`config.mk`:
```
export PLATFORM = sky130hd
export DESIGN_NAME = cbf_ctrl
export DESIGN_NICKNAME = d
export VERILOG_FILES = /design/src/rtl/cbf_pkg.sv /design/src/rtl/cbf_ctrl.sv
export SDC_FILE = /design/constraint.sdc
export NUM_CORES = 1
export LEC_CHECK = 0
export BUFFER_PORTS_ARGS = -buffer_cell sky130_fd_sc_hd__buf_4
export CORE_AREA = 5 5 42 44
export DETAILED_ROUTE_END_ITERATION = 12
export DIE_AREA = 0 0 47 49
export MAX_ROUTING_LAYER = met4
export PLACE_DENSITY = 0.65
export SYNTH_ARGS = -nofsm -noshare
export SYNTH_HDL_FRONTEND = slang
export SYNTH_SLANG_ARGS = --single-unit
```
`constraint.sdc`:
```
create_clock -name clock -period 1.3 [get_ports clock]
set_input_delay 0.065 -clock clock [delete_from_list [all_inputs] [get_ports clock]]
set_output_delay 0.065 -clock clock [all_outputs]
set_load 0.02 [all_outputs]
```
`src/rtl/cbf_pkg.sv`:
```
// Package for the counting Bloom filter: operation codes, register indexes,
// controller states and the command/status bundles between controller and datapath.
// No dependencies.
`default_nettype none

package cbf_pkg;

   // Fixed field widths of the ports.
   localparam int HASH_W        = 32;
   localparam int NUM_CELLS_W   = 13;
   localparam int NUM_PROBES_W  = 5;
   localparam int CSR_DATA_W    = 13;
   localparam int CSR_INDEX_W   = 1;

   // Largest value the register fields can hold.
   localparam int NUM_CELLS_MAX  = (1 << NUM_CELLS_W) - 1;
   localparam int NUM_PROBES_MAX = (1 << NUM_PROBES_W) - 1;

   // Reset values of the registers.
   localparam logic [NUM_CELLS_W-1:0]  NUM_CELLS_RESET  = 13'd4096;
   localparam logic [NUM_PROBES_W-1:0] NUM_PROBES_RESET = 5'd4;

   // The modulo reduction retires two hash bits per cycle.
   localparam int RED_BITS_PER_STEP = 2;
   localparam int RED_STEPS         = HASH_W / RED_BITS_PER_STEP;
   localparam int RED_CNT_W         = $clog2(RED_STEPS);
   localparam logic [RED_CNT_W-1:0] RED_LAST = RED_CNT_W'(RED_STEPS - 1);

   typedef enum logic [1:0] {
      MODE_INSERT = 2'd0,
      MODE_REMOVE = 2'd1,
      MODE_QUERY  = 2'd2,
      MODE_NONE   = 2'd3
   } mode_type;

   typedef enum logic [1:0] {
      STATUS_OK        = 2'd0,
      STATUS_SATURATED = 2'd1,
      STATUS_UNDERFLOW = 2'd2
   } status_type;

   typedef enum logic [CSR_INDEX_W-1:0] {
      CSR_NUM_CELLS  = 1'b0,
      CSR_NUM_PROBES = 1'b1
   } csr_index_type;

   typedef enum logic [2:0] {
      ST_CLEAR,
      ST_IDLE,
      ST_REDUCE,
      ST_READ,
      ST_UPDATE,
      ST_FINISH
   } state_type;

   // Commands from the controller to the datapath.
   typedef struct packed {
      logic clear;    // write zero to the next cell of the clearing pass
      logic load;     // capture an accepted item
      logic reduce;   // one step of the hash reductions
      logic update;   // read-modify-write of the current probe cell
      logic finish;   // load the result register
   } cmd_type;

   // Status from the datapath to the controller.
   typedef struct packed {
      logic clear_last;   // clearing pass is at its last cell
      logic probe_last;   // current probe is the last one of the item
   } stat_type;

endpackage

`default_nettype wire

```
`src/rtl/cbf_ctrl.sv`:
```
// Controller of the counting Bloom filter: sequences clearing, hash reduction,
// probe read-modify-writes and result delivery. Depends on cbf_pkg.
`default_nettype none

module cbf_ctrl
   import cbf_pkg::*;
(
   input  wire logic     clock,
   input  wire logic     reset,
   input  wire logic     req_valid,
   output      logic     req_ready,
   output      logic     rsp_valid,
   input  wire logic     rsp_ready,
   input  wire stat_type stat,
   output      cmd_type  cmd
);

   state_type            state_ff, state_in;
   logic [RED_CNT_W-1:0] red_cnt_ff, red_cnt_in;
   logic                 rsp_valid_ff, rsp_valid_in;

   // State, step counter and result valid flag.
   always_ff @(posedge clock) begin
      if (reset) begin
         state_ff     <= ST_CLEAR;
         red_cnt_ff   <= '0;
         rsp_valid_ff <= 1'b0;
      end else begin
         state_ff     <= state_in;
         red_cnt_ff   <= red_cnt_in;
         rsp_valid_ff <= rsp_valid_in;
      end
   end

   // Next state and commands.
   always_comb begin
      state_in     = state_ff;
      red_cnt_in   = red_cnt_ff;
      rsp_valid_in = rsp_valid_ff & ~rsp_ready;
      cmd          = '0;
      req_ready    = 1'b0;
      case (state_ff)
         ST_CLEAR: begin
            cmd.clear = 1'b1;
            if (stat.clear_last) begin
               state_in = ST_IDLE;
            end
         end
         ST_IDLE: begin
            req_ready = 1'b1;
            if (req_valid) begin
               cmd.load   = 1'b1;
               red_cnt_in = '0;
               state_in   = ST_REDUCE;
            end
         end
         ST_REDUCE: begin
            cmd.reduce = 1'b1;
            red_cnt_in = red_cnt_ff + 1'b1;
            if (red_cnt_ff == RED_LAST) begin
               state_in = ST_READ;
            end
         end
         ST_READ: begin
            // The memory samples the probe address at this edge.
            state_in = ST_UPDATE;
         end
         ST_UPDATE: begin
            cmd.update = 1'b1;
            state_in   = stat.probe_last ? ST_FINISH : ST_READ;
         end
         ST_FINISH: begin
            // Hold the result until the previous one has been taken.
            if (!rsp_valid_ff || rsp_ready) begin
               cmd.finish   = 1'b1;
               rsp_valid_in = 1'b1;
               state_in     = ST_IDLE;
            end
         end
         default: begin
            state_in = ST_IDLE;
         end
      endcase
   end

   assign rsp_valid = rsp_valid_ff;

endmodule

`default_nettype wire

```
==> metrics.md <==
| Metric | Value |
|---|---|
| Starting DRC count in detailed routing | 3 |
| Ant diodes | 0 |
| Initial antenna violation count | 0 |
| Grt total ovfl | 0 |
| Tcrit/Tclk final | 0.9419 |
| Port buffer count | 12 |
| Synthesis Warnings | 0 |
| # rows | 14 |
| Worst slew margin | 0.8632 |
| Fmax | roughly 0.8 GHz |
| Die area | roughly 2300 sq um |
| GRT Total Usage | 0.09928 |
| Status | complete, no violations |
| Critical path's largest stage delay | 0.37 ns |
| Hold path startpoint | reset |
| Reg2Reg Depth | 4 |
| Chip Width | 47 microns |
| Total number of vias | 400 |
| Startpoint types | flop |
| Endpoint type of the worst setup path | flop |
| Register area share after synthesis | 0.3556 |
| Slowest stage cell, crit path | dfxtp_4 |
| H-tree depth | 1 |
| Core area | 1401 sq um |
| Final hold slack | approximately 0.034 ns |
| Area contributors post-synth | dfxtp_1, a21oi_1, nand2b_1 |
| Most frequent cells in the layout | buf_4, a21oi_1, dfxtp_1 |
| Worst Path Max Fanout | 8 |
| Nets@finish | 75 |
| Worst Path Required | 1.46 ns |
| Drt drc | 0 |
| Synth top area share | 0.3556 |
| Post-synthesis register bit count | 8 |
| TritonCTS clock tree | done |
| Layout cells sized above 1 | 0.4394 |
| Netlist cell types | 25 |
| Worst Slack Setup Final | roughly 0.076 ns |
| RSZ-0062 raised after global routing | false |
| Max clock buf depth | 2 |
| R2R Setup Slk | ~0.076 ns |
| Post-route ant nets | 0 |
| CTS Buf Count | 3 |
| Largest net degree at the start of global routing | 9 |
| Syn_nets | between 50 and 60 |
| Least-Margin Pin Slew | ~0.2 ns |
| Layout area overhead | 36.94% |
| Cells along the critical path | nor3b_4 -> buf_4 -> a21o_2 -> a311oi_1 |
| TritonCTS sink count | 8 |
| First-pass DRT Iterations | 3 |
| P_leak | 0.2391 nW |
| Setup Slack @ Placement | around 0.016 ns |
| Crit path max-delay family | compound AO/OA/AOI/OAI gates |
| Critical path buffers and inverters | 1 |
| Yosys top cell by area | dfxtp_1 |
| IO Count | 13 |
| Final setup fails | 0 |
| Routed len/inst | ~11 microns |
| Chip height | roughly 49 microns |
| Max-cap viol count | 0 |
| Clock root cell | clkbuf_4 |
| Fin Clk Skew | ~0.0064 ns |
| Worst skew pair latency | 0.25 ns |
| Maximum VDD drop | approximately 0.47 mV |
| Max Slew Vio Count | 0 |
| Initial Utilization | 0.3214 |
| Worst hold endpoint | state_ff[1]$_SDFFE_PP0P_ |
| First-pass GRT wire length | 1.600 mm |
| Synth Instances | about 50 |
| Placer Congestion | 0.7326 |
| Synth Cell Area | roughly 450 sq um |
| Min Tclk post-route | about 1.2 ns |
| CTS clk-pin slew, worst paths | roughly 0.050 ns |
| FF-to-FF End | red_cnt_ff[2]$_SDFFE_PP0P_ |
| WP data arrival | ~1.4 ns |
| Kind of critical path | reg2reg |
| R2r startpoint | state_ff[1]$_SDFFE_PP0P_ |
| Worst hold path type | in2reg |
| Post-DP HPWL | between 600 and 700 microns |
| Final hold vios | 0 |
| Commonest non-fill, non-tap cell in the layout | buf_4 |
| Number of global-route vias before repair | 372 |
| Hold Path Cell Cnt | 2 |
| Final wirelength | approximately 900 microns |
| Via density | 4.878 |
| Syn_area_per_cell | 9.192 sq um |
| Power per cell area | 985.5 nW/um^2 |
-- stage by stage --
stage                     power [mW]  TNS (ns)  cell area, sq um  utilization  cells
after floorplan               0.3672  -0.09730             461.7            -     49
after global placement        0.4103         0             558.0       0.3982     76
after CTS                     0.6159         0             604.3       0.4313     81
after global routing          0.6498         0             616.8       0.4402     82
after detailed placement      0.4112         0             558.0       0.3982     76
final                         0.6079         0             616.8       0.4402     82
-- flip-flops by register name, summed over array words and instances (netlist names) --
name / count
red_cnt_ff: 4
state_ff: 3
rsp_valid: 1
-- synthesized netlist by cell type, drive strengths merged --
cell type / count
o31a: 1
nor3b: 2
nand2: 2
clkbuf: 2
a21o: 2
ha: 1
nor2b: 1
inv: 2
a311oi: 2
a21oi: 8
nor3: 1
a211oi: 1
nand2b: 4
a211o: 1
and2: 1
nand3: 2
a41oi: 1
nor2: 3
dfxtp: 8
or3: 1
nand3b: 3
-- area by class of cell --
class,count,area (sq um)
fill,155,784.5
multi-input combinational,37,277.8
sequential,8,168.9
timing repair buffer,16,120.1
clock buffer,3,22.52
tap,16,20.02
inverter,2,7.507
-- power breakdown --
part / switching (mW) / leakage (nW) / internal, mW
registers: 0.0184 / 0.0667 / 0.257
logic: 0.0698 / 0.159 / 0.0775
clock network: 0.0804 / 0.0138 / 0.105
total: 0.169 / 0.239 / 0.439
-- layer usage --
| layer | up-vias | routed length [microns] | track usage |
|---|---|---|---|
| met5 | - | 0 | - |
| met2 | 7 | 438 | 0.1267 |
| met3 | 2 | 41 | 0.02214 |
| li1 | 216 | - | - |
| met4 | 0 | 24 | 0.06912 |
| met1 | 175 | 409 | 0.1333 |
-- cell families after synthesis --
| logic type | Yosys count | synth area share |
|---|---|---|
| buf+inv | 4 | 0.06389 |
| flops | 8 | 0.3555 |
| compound gates | 16 | 0.2722 |
| simple gates | 20 | 0.2806 |
| fa+ha+maj | 1 | 0.02777 |
-- timing repair --
item                                    in CTS  in global routing
cloned                                       0                  0
hold buffers                                 0                  0
hold endpoints to repair                     0                  0
gates resized for setup                      3                  2
setup buffers                                2                  1
endpoints found under the setup margin       5                  4
-- how the worst max path moves through the flow --
stage,start,end,slack [ns],depth (start not counted)
after CTS,state_ff[0]$_SDFFE_PP0P_,cmd[3],0.01,3
after global routing,state_ff[1]$_SDFFE_PP0P_,red_cnt_ff[3]$_SDFFE_PP0P_,0.01,4
after floorplan,state_ff[0]$_SDFFE_PP0P_,red_cnt_ff[3]$_SDFFE_PP0P_,-0.06,4
final,state_ff[1]$_SDFFE_PP0P_,red_cnt_ff[2]$_SDFFE_PP0P_,0.08,4
after detailed placement,state_ff[1]$_SDFFE_PP0P_,red_cnt_ff[3]$_SDFFE_PP0P_,0.02,3
after global placement,state_ff[1]$_SDFFE_PP0P_,red_cnt_ff[3]$_SDFFE_PP0P_,0.04,3
-- worst register-to-register path, cell delays in order, from the launching register on --
cell and delay (ns):
dfxtp_4 0.37, nor3b_4 0.16, buf_4 0.16, a21o_2 0.21
a311oi_1 0.23
(Power assumes the default switching activity.)
